===== src/rtl/tws_ram.sv =====
// ----------------------------------------------------------------------------
// tws_ram
// Generic simple dual-port RAM: one write port, one read port, registered read.
// ----------------------------------------------------------------------------
module tws_ram #(
   parameter int WIDTH = 8,
   parameter int DEPTH = 256
) (
   input  logic                     clock,
   input  logic                     wr_en,
   input  logic [$clog2(DEPTH)-1:0] wr_addr,
   input  logic [WIDTH-1:0]         wr_data,
   input  logic                     rd_en,
   input  logic [$clog2(DEPTH)-1:0] rd_addr,
   output logic [WIDTH-1:0]         rd_data
);

   logic [WIDTH-1:0] mem_ff [DEPTH];
   logic [WIDTH-1:0] rd_data_ff;

   always_ff @(posedge clock) begin
      if (wr_en) begin
         mem_ff[wr_addr] <= wr_data;
      end
      if (rd_en) begin
         rd_data_ff <= mem_ff[rd_addr];
      end
   end

   assign rd_data = rd_data_ff;

endmodule


===== config.mk =====
export PLATFORM = sky130hd
export DESIGN_NAME = tws_ram
export DESIGN_NICKNAME = d
export VERILOG_FILES = /design/src/rtl/tws_ram.sv
export SDC_FILE = /design/constraint.sdc
export NUM_CORES = 2
export LEC_CHECK = 0
export ABC_AREA = 1
export BUFFER_PORTS_ARGS = -buffer_cell sky130_fd_sc_hd__buf_2
export CAP_MARGIN = 20
export CORE_ASPECT_RATIO = 2
export CORE_MARGIN = 8
export CORE_UTILIZATION = 45
export CTS_BUF_LIST = sky130_fd_sc_hd__clkbuf_4 sky130_fd_sc_hd__clkbuf_8
export CTS_CLUSTER_SIZE = 25
export DETAILED_ROUTE_END_ITERATION = 16
export PLACE_DENSITY = 0.59
export SLEW_MARGIN = 30
export SYNTH_ARGS = -nofsm -noshare
export SYNTH_HDL_FRONTEND = slang
export SYNTH_SLANG_ARGS = --single-unit

===== constraint.sdc =====
create_clock -name clock -period 2.55 [get_ports clock]
set_input_delay 0.51 -clock clock [delete_from_list [all_inputs] [get_ports clock]]
set_output_delay 0.51 -clock clock [all_outputs]
set_load 0.02 [all_outputs]

==> run metrics <==
status finished clean; Placer Congestion 0.922; CP max FO 2; Net Count, Synth between 7000 and 8000; critical path startpoint category flop; Die Span Y 625 um; count of cell types in the netlist 13; Post-Synth Adder-Cell Area 0%; top-area cell type share of the netlist area 74.0%; crit path DAT 1690 ps; Initial Util 45.3%; RSZ-0062 raised after global routing no; GR Overflow Total 0; GRT Total Usage 24.7%; layout cells sized above 1 14.4%; Final Max Tran Viols 0; final hold violations 0; WHS 71.4 ps; IO Count 35; Mean Syn Cell Area 11.9 um2; Critical Path, Cell by Cell buf_2; total chip power 66.7 mW; Pwr per Cell Area 692 nW/um2; Syn Std Cell Area 83500 um2; Tcrit/Tclk final between 80 and 90%; vias in the first global route 56491; Finished Cell Area 96300 um2; Max Root-Sink Buffers 4; Synth Instances 7003; cell count along the critical path 1; Clock Sinks 2056; Seq cells post-synth 2056; Final TNS setup 0 ps; worst path required time ~2000 ps; via count 56510; area grow syn2layout 15.4%; drt via density 5.55; Syn. warnings 0; DP Cell Count 9697; Internal Power 51.1 mW; P_leak about 34 nW; CTS Buf Count 280; CTS tree yes; number of port buffers 34; NetSw 15.5 mW; Max VDD drop 0.000361 V; multiplexer share of the synthesized area 0%; Synth area leaders edfxtp_1, nand3_1, nand2_1; part of the power in the clock network 36.7%; worst hold path depth 1; clk_lat worst skew ~910 ps; initial antenna violation count 5; initial DRC count 5435; crit path capture type output pin; Largest delay share family, worst path flip-flops; row count 223; CTS Root Cell clkbuf_8; sequential share of the synthesized area 74.0%; fin crit period 2200 ps; Seq pwr share a little under three fifths; CP Class flop to output pin; max incr delay on CP between 500 and 600 ps; drt total wl approximately 250000 um; die width 321 um; final core occ between 50% and 60%; Fmax between 0.4 and 0.5 GHz; CTS H-tree depth 5; Fin Clk Skew 41.1 ps; Yosys top cell by area edfxtp_1; die area 200000 um2; Hold Crit Class primary input to flop; main combinational cell family by area after synthesis simple AND/OR/NAND/NOR gates; DRC viols 0; detailed-placement wirelength estimate around 170000 um; Worst-Margin Slew 725 ps; complex-gate fraction of the synthesized area 0%; Gate power share 7.4%; Core Box Area 184000 um2; global-route wire length before repair 368000 um; pre-CTS WS -315 ps; Clock Pin Slew Worst Setup and Hold Paths 70 ps; Nets roughly 7500; # setup viols final 0; pin count of the biggest net entering global routing 81; Slew HR roughly 52%; CP max-delay cell edfxtp_1; Post-Synth Simple-Gate Area 22.9%; Non-Filler Instances between 10000 and 15000; WP buf/inv 1; WL/cell 24.9 um; post-CTS sizing 0; max_cap viols 0; cells on worst reg2reg path 11; Final WS setup 351 ps; 1st-pass router iterations 6; switch share 23.3%; Post-DRT Antenna Nets 0; Placement Cell Area between 90000 and 100000 um2; Synth Area in XOR/XNOR 0%
-- per-layer routing --
layer	global-route usage, %	part of all wire (%)	vias to the layer above
met5	0	0.0071	-
met2	44.6	52	2275
met3	3.16	5.4	762
li1	-	-	25844
met1	26.4	34	27627
met4	18.1	8.6	2
-- synthesized netlist by cell type --
cell type	instances
edfxtp_1	2056
buf_6	16
nand2_1	2123
nand3_1	2019
buf_1	40
inv_4	1
nor2_1	283
inv_2	2
inv_1	36
buf_8	1
clkbuf_1	112
buf_4	46
buf_2	268
-- worst paths after layout --
check	from	to	slack [ps]
max	rd_data[5]	rd_data[5]	350
min	wr_data[2]	mem_ff[52][2]	70
max reg2reg	mem_ff[75][3]	rd_data[3]	490
min reg2reg	mem_ff[10][1]	rd_data[1]	1110
-- cell families (layout without fill, tap and decap cells) --
family / count (synthesis) / after routing
other: 0 / 3
AND/OR/NAND/NOR: 4425 / 4425
buffers and inverters: 522 / 1217
flip-flops: 2056 / 2056
-- sequential cells by signal, summed over array words and instances (netlist names) --
| register | flops |
|---|---|
| rd_data | 8 |
| mem_ff | 2048 |
-- cell type report --
cell class | count | area (um2)
Inverter | 39 | 180
Antenna cell | 3 | 7.51
Timing Repair Buffer | 708 | 6910
Tap cell | 2475 | 3100
Clock buffer | 349 | 4450
Fill cell | 15818 | 88100
Clock inverter | 121 | 779
Sequential cell | 2056 | 61700
Multi-Input combinational cell | 4425 | 19100
-- cell usage in the layout, fill, tap and decap left out, drive strengths merged --
master          n
clkinvlp        6
nand2        2123
diode           3
bufinv         10
clkbuf        349
nor2          283
clkinv        105
edfxtp       2056
buf           702
nand3        2019
inv            39
dlygate4sd3     6
-- timing repair --
item,in CTS,in global routing
hold endpoints to repair,80,0
hold buffers,6,0
buffers inserted,0,0
-- power by group through the flow --
stage | clock, mW | sequential, mW | combinational, mW
after floorplan | 0 | 38.0 | 2.30
after CTS | 24.9 | 37.3 | 4.94
after global placement | 0 | 38.0 | 4.87
after global routing | 26.1 | 37.3 | 5.26
after detailed placement | 0 | 38.0 | 4.91
final | 24.4 | 37.3 | 4.93
Power figures use the tool's default switching activity.
