==> config.mk <==
export PLATFORM = sky130hd
export DESIGN_NAME = tws_score
export DESIGN_NICKNAME = d
export VERILOG_FILES = /design/src/rtl/tws_pkg.sv /design/src/rtl/tws_score.sv
export SDC_FILE = /design/constraint.sdc
export NUM_CORES = 1
export LEC_CHECK = 0
export ABC_CLOCK_PERIOD_IN_PS = 10850
export BUFFER_PORTS_ARGS = -buffer_cell sky130_fd_sc_hd__buf_2
export CELL_PAD_IN_SITES_DETAIL_PLACEMENT = 1
export CELL_PAD_IN_SITES_GLOBAL_PLACEMENT = 2
export CORE_MARGIN = 3
export CORE_UTILIZATION = 25
export DETAILED_ROUTE_END_ITERATION = 12
export PLACE_DENSITY_LB_ADDON = 0.12
export REMOVE_ABC_BUFFERS = 1
export SYNTH_ARGS = -nofsm -noshare
export SYNTH_HDL_FRONTEND = slang
export SYNTH_SLANG_ARGS = --single-unit
==> constraint.sdc <==
create_clock -name clock -period 10.85 [get_ports clock]
set_input_delay 3.255 -clock clock [delete_from_list [all_inputs] [get_ports clock]]
set_output_delay 3.255 -clock clock [all_outputs]
set_load 0.005 [all_outputs]
==> src/rtl/tws_pkg.sv <==
// ----------------------------------------------------------------------------
// tws_pkg
// Shared types, constants and the log weight table of the trigram word scorer.
// ----------------------------------------------------------------------------
package tws_pkg;

   localparam int COUNT_BITS    = 8;
   localparam int LOG_ENTRIES   = 256;
   localparam int LETTER_BITS   = 5;
   localparam int FUNC_BITS     = 2;
   localparam int INDEX_BITS    = 15;
   localparam int SCORE_BITS    = 5;
   localparam int WEIGHT_BITS   = 5;
   localparam int ALPHABET      = 27;
   localparam int LAST_LETTER   = 26;
   localparam int DIGRAM_DEPTH  = ALPHABET * ALPHABET;
   localparam int TRIGRAM_DEPTH = ALPHABET * ALPHABET * ALPHABET;
   localparam int DIG_ADDR_BITS = $clog2(DIGRAM_DEPTH);
   localparam int TRI_ADDR_BITS = $clog2(TRIGRAM_DEPTH);
   localparam int NUM_STEPS     = 11;

   localparam logic [FUNC_BITS-1:0] FUNC_LOAD_DIGRAM  = 2'd0;
   localparam logic [FUNC_BITS-1:0] FUNC_LOAD_TRIGRAM = 2'd1;
   localparam logic [FUNC_BITS-1:0] FUNC_SCORE_LETTER = 2'd2;

   localparam logic signed [WEIGHT_BITS-1:0] LOG_FLOOR = -5'sd10;

   // Counts at which the rounded log weight steps up by one.
   localparam logic [COUNT_BITS-1:0] STEP_POINTS [NUM_STEPS] = '{
      8'd5, 8'd11, 8'd23, 8'd43, 8'd68, 8'd96, 8'd126, 8'd156, 8'd187, 8'd217, 8'd248
   };

   // Per-position control that travels down the scoring pipeline.
   typedef struct packed {
      logic valid;
      logic scored;
      logic last_pos;
   } stage_ctrl_type;

   function automatic logic signed [WEIGHT_BITS-1:0] log_weight(
      input logic [COUNT_BITS-1:0] count
   );
      logic [WEIGHT_BITS-1:0] steps;
      steps = WEIGHT_BITS'(1);
      for (int k = 0; k < NUM_STEPS; k++) begin
         if (count >= STEP_POINTS[k]) begin
            steps = steps + WEIGHT_BITS'(1);
         end
      end
      if (count < COUNT_BITS'(2)) begin
         log_weight = LOG_FLOOR;
      end else begin
         log_weight = signed'(steps);
      end
   endfunction

endpackage

==> src/rtl/tws_score.sv <==
// ----------------------------------------------------------------------------
// tws_score
// Log weight lookup, position score, running maximum and result register.
// ----------------------------------------------------------------------------
module tws_score (
   input  logic                                 clock,
   input  logic                                 reset,
   input  tws_pkg::stage_ctrl_type              s1_ctrl,
   input  logic [tws_pkg::COUNT_BITS-1:0]       dig_count,
   input  logic [tws_pkg::COUNT_BITS-1:0]       tri_count,
   output logic                                 hold,
   output logic                                 rsp_valid,
   input  logic                                 rsp_stall,
   output logic [tws_pkg::SCORE_BITS-1:0]       rsp_word_score
);

   localparam int W = tws_pkg::WEIGHT_BITS;
   localparam int S = tws_pkg::SCORE_BITS;

   tws_pkg::stage_ctrl_type s2_ff, s2_in;
   logic signed [W-1:0] dig_weight_ff, tri_weight_ff;
   logic signed [W-1:0] prev_weight_ff, prev_weight_in;
   logic [S-1:0]        best_ff, best_in;
   logic                rsp_valid_ff, rsp_valid_in;
   logic [S-1:0]        rsp_score_ff, rsp_score_in;

   logic                s2_fire;
   logic signed [W:0]   pair_sum;
   logic signed [W-1:0] pair_half;
   logic signed [W+1:0] pos_score;
   logic [S-1:0]        new_best;

   // A finished word may not land on a result that is still waiting.
   assign hold    = s2_ff.valid && s2_ff.last_pos && rsp_valid_ff && rsp_stall;
   assign s2_fire = s2_ff.valid && !hold;

   // Arithmetic shift gives the floor of the half sum.
   assign pair_sum  = (W+1)'(prev_weight_ff) + (W+1)'(dig_weight_ff);
   assign pair_half = pair_sum[W:1];
   assign pos_score = (W+2)'(pair_half) - (W+2)'(tri_weight_ff);

   always_comb begin
      new_best = best_ff;
      if (s2_ff.scored && (pos_score > signed'((W+2)'(best_ff)))) begin
         new_best = pos_score[S-1:0];
      end
   end

   always_comb begin
      s2_in          = hold ? s2_ff : s1_ctrl;
      prev_weight_in = prev_weight_ff;
      best_in        = best_ff;
      rsp_valid_in   = rsp_valid_ff && rsp_stall;
      rsp_score_in   = rsp_score_ff;
      if (s2_fire) begin
         prev_weight_in = dig_weight_ff;
         best_in        = new_best;
         if (s2_ff.last_pos) begin
            best_in      = '0;
            rsp_valid_in = 1'b1;
            rsp_score_in = new_best;
         end
      end
   end

   always_ff @(posedge clock) begin
      if (reset) begin
         s2_ff        <= '0;
         best_ff      <= '0;
         rsp_valid_ff <= 1'b0;
      end else begin
         s2_ff        <= s2_in;
         best_ff      <= best_in;
         rsp_valid_ff <= rsp_valid_in;
      end
   end

   always_ff @(posedge clock) begin
      if (!hold) begin
         dig_weight_ff <= tws_pkg::log_weight(dig_count);
         tri_weight_ff <= tws_pkg::log_weight(tri_count);
      end
      prev_weight_ff <= prev_weight_in;
      rsp_score_ff   <= rsp_score_in;
   end

   assign rsp_valid      = rsp_valid_ff;
   assign rsp_word_score = rsp_score_ff;

endmodule
==> impl_metrics.py <==
metrics = {
    "outcome": {
        "outcome": "finished clean",
    },
    "route": {
        "drt_iter0_markers": 117,
        "ant_nets": 0,
        "drt-wirelength-per-cell_um": 14.5,
        "avgViaCountPerCell": 5.02,
        "drt-total-wl_um": 9310,
        "first_pass_iters": 4,
        "drc_errors": 0,
        "vias": 3210,
    },
    "clocking": {
        "clock_sinks": 29,
        "cts_tree": "yes",
        "clock_latency_ns": 0.27,
        "cts_hold_buf": 0,
        "cts_buffers": 5,
        "htreeDepth": 2,
        "cts_root_buffer": "clkbuf_16",
        "post_cts_resized": 0,
        "clk_pin_slew_ns": 0.05,
        "clk_path_buf_depth": 2,
        "postCtsSetupBuffers": 0,
    },
    "placement": {
        "pre_cts_ws_ns": 1.12,
        "placed_cell_area_um2": 3910,
        "gp_congestion": 0.742,
        "place_inst": 632,
        "io_buffer_count": 28,
        "dp_hpwl_um": 7740,
    },
    "setup_path": {
        "cp_slowest_cell": "xnor2_1",
        "worstPathArrival_ns": 9.34,
        "start_kind": "primary input",
        "crit_path_start": "dig_count[7]",
        "crit_family": "adder cells",
        "path_class": "in -> reg",
        "crit_path_end_kind": "flop",
        "cp_max_fo": 17,
        "r2r-start": "dig_weight_ff[1]",
        "cp_num_buf_inv": 2,
        "cp_common_cell": "ha_1",
        "required_ns": 10.86,
        "critPathMaxStageDelay_ns": 0.51,
    },
    "die": {
        "die_w_um": 126,
        "core_um2": 14000,
        "io_pins": 29,
        "dieArea_um2": 16000,
        "dieHeight_um": 126,
        "start_util": 0.258,
        "rows": 43,
    },
    "grt": {
        "grt_antenna_before_repair": 0,
        "grt_usage": 0.119,
        "grt_pass1_vias": 3205,
        "grt_overflow": 0,
        "grt_pass1_wl_um": 16100,
        "grt_max_degree": 18,
    },
    "yosys": {
        "ys_seq_elements": 29,
        "async_reset_ff_frac": 0,
        "synth.avg_cell_area_um2": 8.25,
        "synthTopCellsByArea": "edfxtp_1, ha_1, xnor2_1, nand2_1, dfxtp_1",
        "synthCells": 440,
        "ys_warn_count": 0,
        "netlist_area_um2": 3630,
        "ys_types": 78,
        "synth_top_area_cell": "edfxtp_1",
        "synth_flop_cell": "edfxtp_1",
        "synth_top_cell_area_share": 0.165,
        "synth_commonest_cells": "nand2_1, nor2_1, ha_1",
        "synth_edf_count": 20,
        "ys_seq_area_frac": 0.215,
        "yosysMostFrequentCell": "nand2_1",
    },
    "power": {
        "p_per_area_nw_per_um2": 199,
        "power_uw": 808,
        "ir_worst_vdd_uv": 63.4,
        "cellLeakagePower_nw": 1.66,
    },
    "finish": {
        "instances_no_fill": 640,
        "nFillCells": 1688,
        "layout.nets": 517,
        "regArea_um2": 781,
        "utilization": 0.289,
        "drive_above_1_share": 0.128,
        "syn_to_final_growth_pct": 11.9,
        "diodes": 0,
        "multi_input_area_um2": 2640,
        "finalInstanceArea_um2": 4060,
    },
    "sta": {
        "slew_violations": 0,
        "report.final.setup_viol": 0,
        "worst_pin_slew_ns": 0.671,
        "skew_ns": 0.00301,
        "period_share": 0.860,
        "grt_setup_unrepaired": "no",
        "fmaxAchievable_ghz": 0.107,
        "max_slew_margin": 0.551,
        "min_period_ns": 9.33,
        "finalHoldWorstSlack_ns": 0.447,
        "setup_tns_ns": 0,
        "hold_viol_final": 0,
        "setup_slack_ns": 1.52,
    },
    "min_path": {
        "holdCritStartpoint": "dig_weight_ff[0]",
        "hold_class": "reg -> reg",
    },
    "run": {
        "drv_cap": 0,
    },
}
-- registers in the layout, indices dropped and copies added, names as in the netlist --
signal / flops
best_ff: 5
dig_weight_ff: 5
prev_weight_ff: 5
rsp_valid: 1
rsp_word_score: 5
s2_ff: 3
tri_weight_ff: 5
-- worst reg2reg max path, stage by stage, from the launching register on --
cell and delay, ns:
edfxtp_1 0.44, ha_1 0.33, a21o_1 0.15, a21oi_1 0.24, xnor2_1 0.12, ha_1 0.35, inv_1 0.06, o21ai_0 0.27
xor2_1 0.28, ha_1 0.30, nand2_1 0.08, o21ai_0 0.10, a2111oi_1 0.32, buf_4 0.23, nor2_1 0.05, a21oi_1 0.22
a22oi_1 0.10, nor2_1 0.10
-- cell families (layout without fill, tap and decap cells) --
family                   after synthesis  in the layout  synth area share
AND/OR/NAND/NOR                      152            152             0.208
AO/OA/AOI/OAI                        117            117             0.228
buffers and inverters                 49             69            0.0579
XOR/XNOR                              48             48             0.133
adder cells (fa/ha/maj)               36             36             0.132
flip-flops                            29             29             0.215
multiplexers                           9              9            0.0259
-- final timing paths --
| kind | cells after the start | endpoint | slack (ns) |
|---|---|---|---|
| max | 25 | dig_weight_ff[4] | 1.52 |
| min | 0 | prev_weight_ff[0] | 0.45 |
| max reg2reg | 17 | best_ff[0] | 7.06 |
| min reg2reg | 0 | prev_weight_ff[0] | 0.45 |
-- routing by layer --
| metal | GRT usage | up-vias | part of all wire |
|---|---|---|---|
| met4 | 0.0328 | 0 | 0.013 |
| li1 | - | 1632 | - |
| met2 | 0.198 | 31 | 0.47 |
| met5 | 0 | - | 0 |
| met1 | 0.167 | 1538 | 0.50 |
| met3 | 0.0101 | 9 | 0.016 |
-- power breakdown --
part / leakage (nW) / switching [mW] / internal (mW)
clock network: 0.0743 / 0.0430 / 0.0895
logic: 1.31 / 0.294 / 0.220
registers: 0.281 / 0.00978 / 0.151
-- layout by cell type, fill, tap and decap left out, types with 6 or more instances in the layout --
| cell type | n |
|---|---|
| mux2i_1 | 6 |
| a21o_1 | 7 |
| o21ai_0 | 18 |
| xor2_1 | 13 |
| nor2_1 | 34 |
| nor3_1 | 8 |
| buf_2 | 28 |
| inv_1 | 31 |
| xnor2_1 | 31 |
| dfxtp_1 | 9 |
| nand4_1 | 6 |
| edfxtp_1 | 20 |
| nand3_1 | 16 |
| nand2_1 | 49 |
| ha_1 | 32 |
| a211oi_1 | 8 |
| a21oi_1 | 30 |
-- area by class of cell --
| class | instances | area share |
|---|---|---|
| Inverter | 32 | 0.0296 |
| Timing Repair Buffer | 29 | 0.0364 |
| Sequential cell | 29 | 0.192 |
| Clock inverter | 2 | 0.00216 |
| Clock buffer | 6 | 0.0342 |
| Multi-Input combinational cell | 362 | 0.650 |
| Tap cell | 180 | 0.0555 |
(Power assumes the default switching activity.)
